$ cat src/wlh_pkg.sv
// ----------------------------------------------------------------------------
// wlh_pkg
// shared types and constants of the word length histogram
// ----------------------------------------------------------------------------
package wlh_pkg;

    localparam int MAX_LENGTH_DEF = 1023;
    localparam int COUNT_BITS_DEF = 16;

    // widths of the fixed transaction fields
    localparam int ACTION_BITS = 2;
    localparam int BYTE_BITS   = 8;
    localparam int INDEX_BITS  = 10;
    localparam int OUT_COUNT_BITS = 16;
    // widest bin address over the parameter range
    localparam int ADDR_BITS   = 16;
    localparam int QUEUE_DEPTH = 4;

    localparam logic [ACTION_BITS-1:0] ACT_FEED = 2'd0;
    localparam logic [ACTION_BITS-1:0] ACT_EOT  = 2'd1;
    localparam logic [ACTION_BITS-1:0] ACT_READ = 2'd2;

    localparam logic [BYTE_BITS-1:0] CHAR_TAB   = 8'h09;
    localparam logic [BYTE_BITS-1:0] CHAR_NL    = 8'h0A;
    localparam logic [BYTE_BITS-1:0] CHAR_SPACE = 8'h20;

    typedef enum logic
    {
        OP_INC,
        OP_READ
    } op_kind_t;

    typedef struct packed
    {
        op_kind_t                kind;
        logic                    in_range;
        logic [INDEX_BITS-1:0]   bin_length;
        logic [ADDR_BITS-1:0]    addr;
    } op_t;

endpackage

$ cat src/wlh_fifo.sv
// ----------------------------------------------------------------------------
// wlh_fifo
// short operation queue between the front and the back
// ----------------------------------------------------------------------------
module wlh_fifo
#(
    parameter int DEPTH = wlh_pkg::QUEUE_DEPTH
)
(
    input  logic         clk,
    input  logic         rst_n,
    input  logic         push,
    input  wlh_pkg::op_t push_op,
    input  logic         pop,
    output wlh_pkg::op_t head,
    output logic         full,
    output logic         empty
);

    localparam int PTR_BITS = $clog2(DEPTH);
    localparam int CNT_BITS = $clog2(DEPTH + 1);

    wlh_pkg::op_t        entry_reg [DEPTH];
    logic [PTR_BITS-1:0] wr_ptr_reg;
    logic [PTR_BITS-1:0] rd_ptr_reg;
    logic [CNT_BITS-1:0] count_reg;
    logic                do_push;
    logic                do_pop;

    assign full    = (count_reg == CNT_BITS'(DEPTH));
    assign empty   = (count_reg == '0);
    assign do_push = push && !full;
    assign do_pop  = pop && !empty;
    assign head    = entry_reg[rd_ptr_reg];

    always_ff @(posedge clk)
    begin
        if (do_push)
        begin
            entry_reg[wr_ptr_reg] <= push_op;
        end
    end

    always_ff @(posedge clk or negedge rst_n)
    begin
        if (!rst_n)
        begin
            wr_ptr_reg <= '0;
            rd_ptr_reg <= '0;
            count_reg  <= '0;
        end
        else
        begin
            if (do_push)
            begin
                wr_ptr_reg <= (wr_ptr_reg == PTR_BITS'(DEPTH - 1)) ? '0 : wr_ptr_reg + 1'b1;
            end
            if (do_pop)
            begin
                rd_ptr_reg <= (rd_ptr_reg == PTR_BITS'(DEPTH - 1)) ? '0 : rd_ptr_reg + 1'b1;
            end
            if (do_push && !do_pop)
            begin
                count_reg <= count_reg + 1'b1;
            end
            else if (do_pop && !do_push)
            begin
                count_reg <= count_reg - 1'b1;
            end
        end
    end

endmodule

$ cat config.mk
export PLATFORM = sky130hd
export DESIGN_NAME = wlh_fifo
export DESIGN_NICKNAME = d
export VERILOG_FILES = /design/src/wlh_pkg.sv /design/src/wlh_fifo.sv
export SDC_FILE = /design/constraint.sdc
export NUM_CORES = 1
export LEC_CHECK = 0
export ABC_AREA = 1
export BUFFER_PORTS_ARGS = -buffer_cell sky130_fd_sc_hd__buf_2
export CAP_MARGIN = 25
export CORE_UTILIZATION = 62
export CTS_CLUSTER_SIZE = 28
export DETAILED_ROUTE_END_ITERATION = 7
export PLACE_DENSITY = 0.87
export RECOVER_POWER = 100
export SYNTH_ARGS = -nofsm -noshare
export SYNTH_HDL_FRONTEND = slang
export SYNTH_SLANG_ARGS = --single-unit
export TNS_END_PERCENT = 5
$ cat constraint.sdc
create_clock -name clk -period 5.75 [get_ports clk]
set_input_delay 0.2875 -clock clk [delete_from_list [all_inputs] [get_ports clk]]
set_output_delay 0.2875 -clock clk [all_outputs]
set_load 0.1 [all_outputs]
==> flow_metrics.env <==
export IMPL_design_die_area_sq_um=8560
export IMPL_yosysSeqAreaShare=0.696
export IMPL_layout_filler_cells=460
export IMPL_grt_ovfl_total=0
export IMPL_synthesis_area_sq_um=5080
export IMPL_synth_avg_cell_area_sq_um=13.1
export IMPL_detail_route_vias_per_cell=5.32
export IMPL_critPathLaunchType="register"
export IMPL_startpoint_to_endpoint_class_of_the_critical_path="register to output pin"
export IMPL_detailedRoute_firstIterationViolations=125
export IMPL_yosys_most_used_dff="edfxtp_1"
export IMPL_edff_count_synth=112
export IMPL_setup_viol=0
export IMPL_postSynth_asyncResetShare=0.0588
export IMPL_clock_slew_at_the_register_clock_pins_of_the_worst_setup_and_hold_paths_ns=0.05
export IMPL_worst_clock_skew_ns=0.00557
export IMPL_setup_tns_final_ns=0
export IMPL_min_period_ns=3.73
export IMPL_post_cts_setup_buffer_count=0
export IMPL_cp_num_buf_inv=2
export IMPL_cts_tree="yes"
export IMPL_num_nets_final=517
export IMPL_floorplan_core_area_sq_um=7850
export IMPL_routedWlPerCell_microns=15.8
export IMPL_routed_wl_microns=9360
export IMPL_dpl_cell_area_sq_um=5410
export IMPL_die_w_microns=92.5
export IMPL_number_of_remaining_drc_errors=0
export IMPL_crit_path_dat_ns=3.45
export IMPL_holdBufCountCts=27
export IMPL_final_core_utilization=0.784
export IMPL_drv_slew=147
export IMPL_grt_pass1_vias=3183
export IMPL_worst_skew_pair_late_latency_ns=0.50
export IMPL_port_buffer_count=61
export IMPL_final_clock_period_utilization_by_the_worst_path=0.649
export IMPL_yosys_cell_count_top_type="edfxtp_1"
export IMPL_synth_ff_latch_count=119
export IMPL_drive_gt1_frac=0.127
export IMPL_grt_max_degree=93
export IMPL_timing_critical_path_slowest_stage_cell="clkbuf_1"
export IMPL_slew_limit_headroom=-0.801
export IMPL_final_antenna_diode_count=0
export IMPL_finalHoldViolCount=0
export IMPL_netlist_top_cells_count="edfxtp_1, nand2_1, inv_1"
export IMPL_maximum_achievable_frequency_mhz=268
export IMPL_post_route_design_area_sq_um=6150
export IMPL_cpLargestDelayFamily="buffers and inverters"
export IMPL_worst_hold_path_class="input port to register"
export IMPL_initial_utilization=0.648
export IMPL_cts_htree_levels=4
export IMPL_die_h_microns=92.5
export IMPL_post_cts_resize_count=0
export IMPL_timing_worst_slew_pin_value_ns=2.69
export IMPL_netlist_top_cell_by_area="edfxtp_1"
export IMPL_synthesis_nets=426
export IMPL_failed_checks="capacitance limit, slew limit"
export IMPL_path_common_cell="clkbuf_1"
export IMPL_numCtsBuffers=17
export IMPL_largest_register_ff_count=112
export IMPL_grt_pass1_wl_microns=14900
export IMPL_worstPathCellList="clkbuf_1 > o211ai_1 > nand2_1 > clkbuf_1"
export IMPL_finalWeightedCongestion=0.672
export IMPL_cts_path_max_buffers=2
export IMPL_antenna_found_initial=0
export IMPL_crit_path_end_kind="output pin"
export IMPL_std_cell_rows=32
export IMPL_grtUsageTotal=0.242
export IMPL_post_detailed_route_count_of_antenna_violating_nets=0
export IMPL_critical_path_max_stage_delay_ns=1.22
export IMPL_outcome="complete, but fails checks"
export IMPL_synth_top_area_share=0.662
export IMPL_clkSinkCount=119
export IMPL_critical_path_required_ns=5.46
export IMPL_synth_cell_types=19
export IMPL_floorplan_io_pins=62
export IMPL_crit_fanout=30
export IMPL_grt_setup_unrepaired="false"
export IMPL_synth_warning_count=0
export IMPL_hpwlAfterDp_microns=5110
export IMPL_ys_top_cells_by_area="edfxtp_1, o211ai_2, nand2_1, inv_1, o211ai_1"
export IMPL_relative_area_change_from_synthesis_to_final_layout_pct=21.0
export IMPL_drt_pass1_iterations=4
export IMPL_post_synth_inst_count=387
export IMPL_dr_total_vias=3150
export IMPL_cap_viol_max_count=5
export IMPL_ctsRootBufferMaster="clkbuf_8"
==> metrics by stage <==
stage	setup slack [ns]	hold WS, ns	std cells
final	2.02	0.0575	592
after global routing	1.88	0.0475	592
after CTS	2.70	0.0109	592
after detailed placement	3.28	0.135	534
after global placement	3.34	0.132	534
after floorplan	3.41	-0.00809	387
==> cell usage in the layout (no fill, tap or decap), types with 6 or more instances in the layout <==
cell type,count
nand2_1,99
o211ai_1,25
inv_1,69
clkinv_1,6
nand3_1,7
edfxtp_1,112
clkbuf_16,16
dfrtp_1,6
ha_1,6
clkbuf_1,61
nor2_1,6
dlygate4sd3_1,27
o211ai_2,31
==> logic make-up after synthesis <==
family / Yosys count / synth area share
AOI/OAI and AO/OA: 57 / 0.114
xor gates and xnor gates: 1 / 0.00172
adders and majority gates: 7 / 0.0187
buffers and inverters: 90 / 0.0835
DFF: 119 / 0.696
and+or+nand+nor: 113 / 0.0857
==> worst min-delay path: stages <==
cell and delay, ns:
buf_2 0.11, nand3_1 0.07, nand2_1 0.06
==> metal layers <==
metal | track usage | up-vias | wire, microns
met5 | 0 | - | 0
met2 | 0.436 | 105 | 5100
met3 | 0.0599 | 16 | 495
met1 | 0.266 | 1520 | 3640
met4 | 0.113 | 0 | 125
li1 | - | 1509 | -
==> worst paths after layout <==
kind,endpoint,start,cells after the start,slack [ns]
min,wr_ptr_reg[1]$_DFFE_PN0P_,push,3,0.06
max in group asynchronous,rd_ptr_reg[0]$_DFFE_PN0P_,rst_n,2,5.18
min in group asynchronous,count_reg[1]$_DFFE_PN0P_,rst_n,2,0.23
min reg2reg,count_reg[2]$_DFFE_PN0P_,count_reg[2]$_DFFE_PN0P_,2,0.51
max,head[15],rd_ptr_reg[1]$_DFFE_PN0P_,4,2.02
max reg2reg,entry_reg[2][0]$_DFFE_PP_,count_reg[0]$_DFFE_PN0P_,4,2.47
==> area by class of cell <==
cell class	instances	area [sq um]	area share
clock buffers	18	418	0.0679
clock inverters	13	161	0.0262
inverters	72	270	0.0439
multi-input cells	178	1120	0.182
flip-flops and latches	119	3540	0.576
well taps	102	128	0.0207
repair buffers	90	513	0.0834
Power is left out: the tool's default activity adds up to more than one toggle a clock period on the data nets, which glitch-free logic cannot reach.
