--- config.mk ---
export PLATFORM = sky130hd
export DESIGN_NAME = wlh_front
export DESIGN_NICKNAME = d
export VERILOG_FILES = /design/src/wlh_pkg.sv /design/src/wlh_front.sv
export SDC_FILE = /design/constraint.sdc
export NUM_CORES = 1
export LEC_CHECK = 0
export ABC_AREA = 1
export BUFFER_PORTS_ARGS = -buffer_cell sky130_fd_sc_hd__buf_2
export CORE_MARGIN = 2
export CORE_UTILIZATION = 50
export DETAILED_ROUTE_END_ITERATION = 8
export GPL_TIMING_DRIVEN = 0
export PLACE_DENSITY = 0.85
export SYNTH_ARGS = -nofsm -noshare
export SYNTH_HDL_FRONTEND = slang
export SYNTH_SLANG_ARGS = --single-unit
export TNS_END_PERCENT = 20
--- constraint.sdc ---
create_clock -name clk -period 4.1 [get_ports clk]
set_input_delay 0.205 -clock clk [delete_from_list [all_inputs] [get_ports clk]]
set_output_delay 0.205 -clock clk [all_outputs]
set_load 0.05 [all_outputs]
--- src/wlh_pkg.sv ---
// ----------------------------------------------------------------------------
// wlh_pkg
// shared types and constants of the word length histogram
// ----------------------------------------------------------------------------
package wlh_pkg;

    localparam int MAX_LENGTH_DEF = 1023;
    localparam int COUNT_BITS_DEF = 16;

    // widths of the fixed transaction fields
    localparam int ACTION_BITS = 2;
    localparam int BYTE_BITS   = 8;
    localparam int INDEX_BITS  = 10;
    localparam int OUT_COUNT_BITS = 16;
    // widest bin address over the parameter range
    localparam int ADDR_BITS   = 16;
    localparam int QUEUE_DEPTH = 4;

    localparam logic [ACTION_BITS-1:0] ACT_FEED = 2'd0;
    localparam logic [ACTION_BITS-1:0] ACT_EOT  = 2'd1;
    localparam logic [ACTION_BITS-1:0] ACT_READ = 2'd2;

    localparam logic [BYTE_BITS-1:0] CHAR_TAB   = 8'h09;
    localparam logic [BYTE_BITS-1:0] CHAR_NL    = 8'h0A;
    localparam logic [BYTE_BITS-1:0] CHAR_SPACE = 8'h20;

    typedef enum logic
    {
        OP_INC,
        OP_READ
    } op_kind_t;

    typedef struct packed
    {
        op_kind_t                kind;
        logic                    in_range;
        logic [INDEX_BITS-1:0]   bin_length;
        logic [ADDR_BITS-1:0]    addr;
    } op_t;

endpackage

--- src/wlh_front.sv ---
// ----------------------------------------------------------------------------
// wlh_front
// accepts transactions, tracks the open word and issues bin operations
// ----------------------------------------------------------------------------
module wlh_front
#(
    parameter int MAX_LENGTH = wlh_pkg::MAX_LENGTH_DEF
)
(
    input  logic                            clk,
    input  logic                            rst_n,
    input  logic                            in_valid,
    output logic                            in_ready,
    input  logic [wlh_pkg::ACTION_BITS-1:0] action,
    input  logic [wlh_pkg::BYTE_BITS-1:0]   text_byte,
    input  logic [wlh_pkg::INDEX_BITS-1:0]  bin_index,
    input  logic                            queue_full,
    input  logic                            clear_busy,
    output logic                            push,
    output wlh_pkg::op_t                    op
);

    localparam int LEN_BITS = $clog2(MAX_LENGTH + 1);

    logic                inside_word_reg;
    logic                inside_word_next;
    logic [LEN_BITS-1:0] cur_len_reg;
    logic [LEN_BITS-1:0] cur_len_next;
    logic                accept;
    logic                is_sep;

    assign in_ready = !clear_busy && !queue_full;
    assign accept   = in_valid && in_ready;
    assign is_sep   = (text_byte == wlh_pkg::CHAR_SPACE) || (text_byte == wlh_pkg::CHAR_TAB)
                      || (text_byte == wlh_pkg::CHAR_NL);

    always_comb
    begin
        inside_word_next = inside_word_reg;
        cur_len_next     = cur_len_reg;
        push             = 1'b0;
        op.kind          = wlh_pkg::OP_INC;
        op.in_range      = 1'b1;
        op.bin_length    = bin_index;
        op.addr          = wlh_pkg::ADDR_BITS'(cur_len_reg);
        if (accept)
        begin
            case (action)
                wlh_pkg::ACT_FEED:
                begin
                    if (is_sep)
                    begin
                        push             = inside_word_reg;
                        inside_word_next = 1'b0;
                        cur_len_next     = '0;
                    end
                    else if (inside_word_reg)
                    begin
                        if (cur_len_reg != LEN_BITS'(MAX_LENGTH))
                        begin
                            cur_len_next = cur_len_reg + 1'b1;
                        end
                    end
                    else
                    begin
                        inside_word_next = 1'b1;
                        cur_len_next     = LEN_BITS'(1);
                    end
                end
                wlh_pkg::ACT_EOT:
                begin
                    push             = inside_word_reg;
                    inside_word_next = 1'b0;
                    cur_len_next     = '0;
                end
                wlh_pkg::ACT_READ:
                begin
                    push        = 1'b1;
                    op.kind     = wlh_pkg::OP_READ;
                    op.in_range = (32'(bin_index) <= 32'(MAX_LENGTH));
                    op.addr     = wlh_pkg::ADDR_BITS'(bin_index);
                end
                default:
                begin
                    push = 1'b0;
                end
            endcase
        end
    end

    always_ff @(posedge clk or negedge rst_n)
    begin
        if (!rst_n)
        begin
            inside_word_reg <= 1'b0;
            cur_len_reg     <= '0;
        end
        else
        begin
            inside_word_reg <= inside_word_next;
            cur_len_reg     <= cur_len_next;
        end
    end

endmodule

==> results of run 1 <==
==> path summary, 6_finish.rpt <==
path | from | to | slack (ps) | depth (start not counted)
worst max register to register | cur_len_reg[1]$_DFFE_PN0P_ | cur_len_reg[7]$_DFFE_PN0P_ | 2470 | 10
worst min-delay path | action[1] | inside_word_reg$_DFFE_PN0P_ | 290 | 4
max in group asynchronous | rst_n | cur_len_reg[6]$_DFFE_PN0P_ | 3540 | 2
worst max-delay path | cur_len_reg[1]$_DFFE_PN0P_ | cur_len_reg[7]$_DFFE_PN0P_ | 2470 | 10
worst min register to register | cur_len_reg[8]$_DFFE_PN0P_ | cur_len_reg[8]$_DFFE_PN0P_ | 530 | 2
min in group asynchronous | rst_n | cur_len_reg[1]$_DFFE_PN0P_ | 350 | 2
==> synthesized netlist by cell type <==
library cell                n
sky130_fd_sc_hd__clkinv_2   1
sky130_fd_sc_hd__xor2_1     2
sky130_fd_sc_hd__nand3_4    1
sky130_fd_sc_hd__nand4_1    4
sky130_fd_sc_hd__nor2_1    17
sky130_fd_sc_hd__inv_1     20
sky130_fd_sc_hd__nor3_1     2
sky130_fd_sc_hd__nand2_4    2
sky130_fd_sc_hd__dfrtp_1   11
sky130_fd_sc_hd__buf_12     1
sky130_fd_sc_hd__ha_1       1
sky130_fd_sc_hd__a21oi_1    4
sky130_fd_sc_hd__nand3_1   13
sky130_fd_sc_hd__nor3_2     1
sky130_fd_sc_hd__buf_4     19
sky130_fd_sc_hd__buf_2      2
sky130_fd_sc_hd__conb_1     2
sky130_fd_sc_hd__o21ai_2    3
sky130_fd_sc_hd__nand2_2    3
sky130_fd_sc_hd__nand2_1   60
sky130_fd_sc_hd__nand3_2    1
sky130_fd_sc_hd__inv_2      1
sky130_fd_sc_hd__o21ai_1    2
sky130_fd_sc_hd__nor2_4     1
sky130_fd_sc_hd__o21ai_0    7
sky130_fd_sc_hd__nor3b_1    2
==> per-layer routing <==
layer | global-route usage | vias up
met3 | 0.0374 | 0
li1 | - | 664
met5 | 0 | -
met4 | 0.0614 | 0
met2 | 0.348 | 43
met1 | 0.261 | 516
==> where the power goes <==
group	switching [W]	internal [W]	total (W)
Combinational	0.000123	0.0000544	0.000177
Sequential	0.00000791	0.000118	0.000126
Clock	0.0000346	0.0000376	0.0000722
Total	0.000165	0.000210	0.000375
==> through the flow <==
step | hold slack, ps | area [µm²] | util | power [W] | setup WS (ps)
4_1_cts | 276 | 1480 | 0.676 | 0.000379 | 2460
3_3_place_gp | 87.9 | 1440 | 0.659 | 0.000302 | 2460
6_report | 286 | 1480 | 0.676 | 0.000375 | 2470
2_1_floorplan | -90.6 | 1170 | - | 0.000263 | 1660
3_5_place_dp | 90.0 | 1440 | 0.659 | 0.000304 | 2460
5_1_grt | 294 | 1480 | 0.676 | 0.000401 | 2260
==> logic make-up after synthesis <==
kind of cell | Yosys count | synth area share
XOR/XNOR | 2 | 0.0152
adder cells (fa/ha/maj) | 1 | 0.0108
AND/OR/NAND/NOR | 107 | 0.428
flip-flops | 11 | 0.238
AO/OA/AOI/OAI | 16 | 0.0791
buffers and inverters | 44 | 0.222
other | 2 | 0.00650
==> what timing repair did <==
item / CTS / global route
setup endpoints to repair: 0 / 0
hold endpoints to repair: 11 / 0
hold buffers: 1 / 0
buffers inserted: 0 / 0
==> final cells by class <==
cell class,count,area [µm²],area share
Buffer,22,173,0.117
Clock buffer,4,26.3,0.0178
Inverter,22,83.8,0.0566
Sequential cell,11,275,0.186
Multi-Input combinational cell,133,642,0.434
Timing Repair Buffer,48,245,0.166
Tap cell,28,35.0,0.0237
==> worst max-delay path, cell delays in order (launching register included) <==
cell and delay, ps:
sky130_fd_sc_hd__dfrtp_1 430, sky130_fd_sc_hd__ha_1 290, sky130_fd_sc_hd__nand3_2 110, sky130_fd_sc_hd__nor2_1 130, sky130_fd_sc_hd__nand2_2 70, sky130_fd_sc_hd__clkinv_2 60
sky130_fd_sc_hd__nand3_4 70, sky130_fd_sc_hd__nand2_4 130, sky130_fd_sc_hd__inv_1 100, sky130_fd_sc_hd__nand2_1 80, sky130_fd_sc_hd__nand2_1 50
==> results.cfg, run 1 <==
[clocking]
numClockSinks = 11
clock_tree_from_tritoncts = built
clock-root-buffer = sky130_fd_sc_hd__clkbuf_4
clock_tree.htree_level_count = 1
post_cts.resized_instances = 0
clock_insertion_delay_worst_skew_ps = 260
cts-buffers-inserted = 3
worst_setup_hold_path_clk_slew_ps = 70
clock_tree.buffer_depth = 2

[logic_synthesis]
synth_area_um2 = 1150
netlist.top_cell.by_area = sky130_fd_sc_hd__dfrtp_1
synth.ff_latch_count = 11
synth_top_area_frac = 0.238
synth.avg_cell_area_um2 = 6.31
synth.top_cells.by_area = sky130_fd_sc_hd__dfrtp_1 (24%), sky130_fd_sc_hd__nand2_1 (20%), sky130_fd_sc_hd__buf_4 (12%)
ys_types = 26
netlist_instances = 183
synth.yosys.seq_area_share = 0.238
yosysWarnings = 0

[flow_run]
max_cap_violations = 0

[global_route]
grt_pass1_vias = 1035
grt_first_pass_wirelength_um = 4170
grt_usage = 0.204
overflow = 0
antenna_found_initial = 0
grt_start_max_net_pins = 12

[routing]
routed_via_density = 4.56
postRouteWirelength_um = 2540
drt_pre_antenna_iters = 4
post_drt_wl_per_cell_um = 9.47
top_layer_used = met3
ant_nets = 0
wirelength_met1_um = 1190
met3_length_um = 185
remaining_drc_errors = 0
drt_first_iter_violations = 17
vias = 1223
dr_wl_met2_um = 1160

[finish]
highest_count_cells_in_the_layout_ignoring_fill_and_taps = sky130_fd_sc_hd__nand2_1 (60), sky130_fd_sc_hd__buf_2 (49), sky130_fd_sc_hd__inv_1 (20)
layout_commonest_cell = sky130_fd_sc_hd__nand2_1
final.fill_count = 195
drive_above_1_share = 0.358
syn2layout_area_growth_pct = 28.2
post_layout_nonfiller_instances = 268
design.final.nets = 267
antenna_cells_inserted = 0
number_of_flip_flops_under_the_largest_register_name = 10

[worst_setup_path]
worstPathRequired_ps = 4260
critPathLaunchType = flop
critPathMaxFanout = 8
worst_ep_arrival_time_ps = 1790
critical_path_class = reg -> reg
cp-end-kind = flop

[timing]
tns_ps = 0
highest_attainable_clock_frequency_mhz = 612
report.final.slew_viol_count = 0
grt_setup_unrepaired = false
setup_violations = 0
final_min_period_over_clock_period = 0.399
finClkSkew_ps = 0.757
report.final.hold_viol_count = 0
layout_min_cycle_time_ps = 1630

[floorplan]
core_area_um2 = 2190
floorplan.io_pins = 55
placementRows = 17
die_w_um = 52.1
height_of_the_chip_um = 52.1
total_die_area_um2 = 2710
starting_density_of_the_core = 0.527

[place]
buffer_ports.inserted = 47
gp_congestion = 0.869
dp_cells = 263
post-dp-hpwl_um = 2040

[outcome]
outcome = finished clean

[pwr]
static_leakage_nw = 0.874
p_per_area_nw_per_um2 = 254
worst_ir_drop_vdd_uv = 193

[hold_path]
hold_class = in -> reg
(Power assumes the default switching activity.)
==> inputs of run 2 (changes only) <==
Settings changed: CORE_UTILIZATION 50 to 42, PLACE_DENSITY 0.85 to 0.76.
Clock period 4.1 ns to 1.4 ns, I/O delays scaled along.
==> results.cfg, run 2 (synthesis results as in run 1) <==
[outcome]
outcome = finished clean

[timing]
final_min_period_over_clock_period = 0.994
tns_ps = 0
fin_ws_ps = 8.35
layout_min_cycle_time_ps = 1390
setup_violations = 0
highest_attainable_clock_frequency_mhz = 719
hold_slack_ps = 141
grt_setup_unrepaired = true
finClkSkew_ps = 2.08
report.final.hold_viol_count = 0
report.final.slew_viol_count = 0

[clocking]
cts-buffers-inserted = 3
clock_tree.buffer_depth = 2
numClockSinks = 11
clock-root-buffer = sky130_fd_sc_hd__clkbuf_4
clock_tree.htree_level_count = 1
clock_insertion_delay_worst_skew_ps = 280
clock_tree_from_tritoncts = built
worst_setup_hold_path_clk_slew_ps = 70

[floorplan]
placementRows = 19
die_w_um = 56.4
total_die_area_um2 = 3180
core_area_um2 = 2690
floorplan.io_pins = 55
starting_density_of_the_core = 0.430
height_of_the_chip_um = 56.4

[routing]
post_drt_wl_per_cell_um = 9.39
ant_nets = 0
routed_via_density = 4.44
drt_pre_antenna_iters = 4
remaining_drc_errors = 0
vias = 1221
drt_first_iter_violations = 44
postRouteWirelength_um = 2580

[worst_setup_path]
cp-end-kind = flop
worstPathRequired_ps = 1570
critPathLaunchType = flop
critical_path_class = reg -> reg
critPathMaxFanout = 10
worst_ep_arrival_time_ps = 1560

[finish]
number_of_flip_flops_under_the_largest_register_name = 10
final.fill_count = 275
antenna_cells_inserted = 0
syn2layout_area_growth_pct = 36.7
drive_above_1_share = 0.402
highest_count_cells_in_the_layout_ignoring_fill_and_taps = sky130_fd_sc_hd__nand2_1 (58), sky130_fd_sc_hd__buf_2 (46), sky130_fd_sc_hd__buf_4 (24)
design.final.nets = 271
layout_commonest_cell = sky130_fd_sc_hd__nand2_1

[global_route]
grt_start_max_net_pins = 12
grt_usage = 0.172
grt_pass1_vias = 1057
overflow = 0
antenna_found_initial = 0
grt_first_pass_wirelength_um = 4400

[place]
gp_congestion = 0.852
post-dp-hpwl_um = 2080
setup_slack_after_placement_ps = -239
buffer_ports.inserted = 47

[pwr]
cell_internal_pwr_w = 0.000645
clockPowerShare = 0.194
switching_power_w = 0.000515
swShare = 0.444
static_leakage_nw = 0.896
combinational_power_share = 0.489
sequentialPowerShare = 0.317
worst_ir_drop_vdd_uv = 777
p_per_area_nw_per_um2 = 735

[hold_path]
hold_class = in -> reg

[flow_run]
max_cap_violations = 0
[run 2: cell types whose count changed in the layout (fill, tap and decap cells not counted), moves of 3 or more]
cell and delta:
sky130_fd_sc_hd__o21ai_1 +6, sky130_fd_sc_hd__nor2_1 -4, sky130_fd_sc_hd__buf_4 +5, sky130_fd_sc_hd__o21ai_0 -7, sky130_fd_sc_hd__buf_2 -3
[run 2: critical path: stages (launching register included)]
cell	delay, ps
sky130_fd_sc_hd__dfrtp_1	410
sky130_fd_sc_hd__ha_4	200
sky130_fd_sc_hd__nand3_4	90
sky130_fd_sc_hd__nor2_4	40
sky130_fd_sc_hd__nand2_2	60
sky130_fd_sc_hd__clkinv_2	60
sky130_fd_sc_hd__nand3_4	90
sky130_fd_sc_hd__nand2_8	70
sky130_fd_sc_hd__buf_12	150
sky130_fd_sc_hd__nand2_2	60
sky130_fd_sc_hd__o21ai_2	50
[run 2: stage by stage]
step	util	std cells	total power [W]	cell area (µm²)
finish	0.588	275	0.00116	1580
CTS	0.572	272	0.00116	1540
global placement	0.544	266	0.000892	1460
detailed placement	0.544	266	0.000895	1460
floorplan	-	188	0.000773	1190
global route	0.588	275	0.00124	1580
[run 2: power by group through the flow]
| stage | registers, W | logic, W | clock network [W] |
|---|---|---|---|
| 3_5_place_dp | 0.000375 | 0.000521 | 0 |
| 2_1_floorplan | 0.000368 | 0.000405 | 0 |
| 5_1_grt | 0.000370 | 0.000622 | 0.000250 |
| 6_report | 0.000368 | 0.000567 | 0.000225 |
| 4_1_cts | 0.000368 | 0.000559 | 0.000235 |
| 3_3_place_gp | 0.000374 | 0.000518 | 0 |
[run 2: final timing paths]
path	startpoint	end	slack (ps)	depth (start not counted)
hold / removal	action[1]	inside_word_reg$_DFFE_PN0P_	140	4
max in group asynchronous	rst_n	cur_len_reg[0]$_DFFE_PN0P_	980	2
setup / recovery	cur_len_reg[1]$_DFFE_PN0P_	cur_len_reg[3]$_DFFE_PN0P_	8	10
hold reg to reg	cur_len_reg[9]$_DFFE_PN0P_	cur_len_reg[9]$_DFFE_PN0P_	510	2
setup reg to reg	cur_len_reg[1]$_DFFE_PN0P_	cur_len_reg[3]$_DFFE_PN0P_	8	10
min in group asynchronous	rst_n	cur_len_reg[7]$_DFFE_PN0P_	210	2
[run 2: metal layers]
layer,up-vias,track usage,share of wire
met5,-,0,0
met4,0,0.0816,0.019
met3,5,0.0323,0.068
met2,37,0.299,0.45
met1,507,0.201,0.46
li1,672,-,-
[run 2: cell type report]
type	instances	area (µm²)	share of cell area
Tap cell	31	38.8	0.0246
Buffer	22	175	0.111
Timing Repair Buffer	52	280	0.177
Inverter	22	83.8	0.0531
Sequential cell	11	275	0.174
Clock buffer	4	26.3	0.0166
Multi-Input combinational cell	133	699	0.443
[run 2: what timing repair did]
item / in CTS / in global routing
pin swaps: 1 / 2
hold buffers: 1 / 0
setup endpoints to repair: 10 / 16
buffers inserted: 1 / 3
gates resized for setup: 5 / 8
hold endpoints to repair: 11 / 0
==> inputs of run 3 (changes only) <==
Settings changed: CORE_UTILIZATION 42 to 29, PLACE_DENSITY 0.76 to default.
==> results.cfg, run 3 (synthesis results as in run 1) <==
[pwr]
worst_ir_drop_vdd_uv = 276
static_leakage_nw = 0.941
p_per_area_nw_per_um2 = 761

[timing]
layout_min_cycle_time_ps = 1430
finClkSkew_ps = 0.979
final_min_period_over_clock_period = 1.02
setup_violations = 1
fin_ws_ps = -25.3
report.final.hold_viol_count = 0
highest_attainable_clock_frequency_mhz = 702
grt_setup_unrepaired = true
hold_slack_ps = 200
report.final.slew_viol_count = 0

[clocking]
clock_insertion_delay_worst_skew_ps = 230
worst_setup_hold_path_clk_slew_ps = 50
clock-root-buffer = sky130_fd_sc_hd__clkbuf_8
cts-buffers-inserted = 3
clock_tree.htree_level_count = 1
numClockSinks = 11
clock_tree_from_tritoncts = built
clock_tree.buffer_depth = 2

[floorplan]
height_of_the_chip_um = 67.1
floorplan.io_pins = 55
die_w_um = 67.1
core_area_um2 = 3740
placementRows = 22
total_die_area_um2 = 4500
starting_density_of_the_core = 0.308

[routing]
vias = 1285
drt_first_iter_violations = 38
drt_pre_antenna_iters = 4
routed_via_density = 4.34
remaining_drc_errors = 0
post_drt_wl_per_cell_um = 9.95
ant_nets = 0
postRouteWirelength_um = 2950

[finish]
final.fill_count = 392
syn2layout_area_growth_pct = 46.8
drive_above_1_share = 0.435
area.sequential_um2 = 275
design.final.nets = 275
antenna_cells_inserted = 0
multi_input_gate_area_in_the_final_layout_um2 = 714
highest_count_cells_in_the_layout_ignoring_fill_and_taps = sky130_fd_sc_hd__nand2_1 (55), sky130_fd_sc_hd__buf_2 (45), sky130_fd_sc_hd__buf_4 (25)
number_of_flip_flops_under_the_largest_register_name = 10
layout_commonest_cell = sky130_fd_sc_hd__nand2_1
final_util = 0.453
postLayoutCellArea_um2 = 1700

[worst_setup_path]
cpLargestDelayFamily = simple AND/OR/NAND/NOR gates
worstPathRequired_ps = 1570
cp_common_cell = sky130_fd_sc_hd__nand2_1
critPathLaunchType = flop
critical_path.slowest_cell = sky130_fd_sc_hd__dfrtp_1
worst_path_largest_cell_delay_ps = 390
worstPathBufferInverterCount = 1
critical_path_class = reg -> reg
worst_ep_arrival_time_ps = 1600
critPathMaxFanout = 4
cp-end-kind = flop
timing.critical_path.cells = ha_4 -> buf_4 -> nand2_1 -> nor2_1 -> nand2_1 -> nand2_1 -> nand3_1 -> nor3_1 -> nand2_1 -> nand2_1

[global_route]
grt_pass1_vias = 1074
antenna_found_initial = 0
grt_start_max_net_pins = 12
grt_use_met3 = 0.0220
grt_busiest_layer = met2
grt_first_pass_wirelength_um = 4640
overflow = 0
gr-usage-met2 = 0.244
grt_usage = 0.133
grtUsageMet1 = 0.158

[flow_run]
max_cap_violations = 0

[place]
dpl_cell_area_um2 = 1480
gp_congestion = 0.802
buffer_ports.inserted = 47
post-dp-hpwl_um = 2220

[outcome]
violated_checks = setup timing
outcome = finished, violations left

[hold_path]
hold_class = in -> reg
## run 3: power by group
| part | internal (W) | switching [W] | total (W) |
|---|---|---|---|
| sequential | 0.000347 | 0.0000235 | 0.000370 |
| clock | 0.000200 | 0.000116 | 0.000316 |
| combinational | 0.000207 | 0.000398 | 0.000605 |
## run 3: worst paths after layout
kind                                            start                     endpoint  slack, ps  depth (start not counted)
max reg2reg                cur_len_reg[0]$_DFFE_PN0P_   cur_len_reg[8]$_DFFE_PN0P_        -30                         10
min in group asynchronous                       rst_n   cur_len_reg[2]$_DFFE_PN0P_        230                          2
max                        cur_len_reg[0]$_DFFE_PN0P_   cur_len_reg[8]$_DFFE_PN0P_        -30                         10
max in group asynchronous                       rst_n   cur_len_reg[4]$_DFFE_PN0P_        970                          2
min                                         action[1]  inside_word_reg$_DFFE_PN0P_        200                          4
min reg2reg                cur_len_reg[9]$_DFFE_PN0P_   cur_len_reg[9]$_DFFE_PN0P_        510                          2
## run 3: worst register-to-register path: cells and delay by family, from the launching register on
family                   cells  cell delay, ps
buffers and inverters        1             120
AND/OR/NAND/NOR              8             690
flip-flops                   1             390
adder cells (fa/ha/maj)      1             160
## run 3: layout make-up
cell class | count | area share
plain buffers | 22 | 0.105
clock buffers | 4 | 0.0266
inverters | 22 | 0.0502
multi-input cells | 133 | 0.421
flip-flops and latches | 11 | 0.162
well taps | 48 | 0.0354
repair buffers | 56 | 0.199
## run 3: repair_timing
item / 4_1_cts / 5_1_grt
hold buffers: 1 / 0
gates resized for setup: 8 / 16
setup buffers: 4 / 3
endpoints found under the setup margin: 10 / 15
pin swaps: 1 / 5
endpoints found under the hold margin: 11 / 0
gates cloned: 1 / 0
## run 3: through the flow
step | setup TNS (ps) | std cells | total power [W] | worst slack [ps]
after floorplan | -822 | 188 | 0.000773 | -92.2
after CTS | -3.02 | 293 | 0.00127 | -1.76
after global placement | -2150 | 283 | 0.000897 | -235
final | -25.3 | 296 | 0.00129 | -25.3
after detailed placement | -2120 | 283 | 0.000901 | -232
after global routing | -916 | 296 | 0.00138 | -168
## run 3: per-layer routing
metal	share of wire	routed length (µm)
met1	0.45	1320
met2	0.47	1380
met3	0.077	227
met4	0.0044	13
met5	0	0
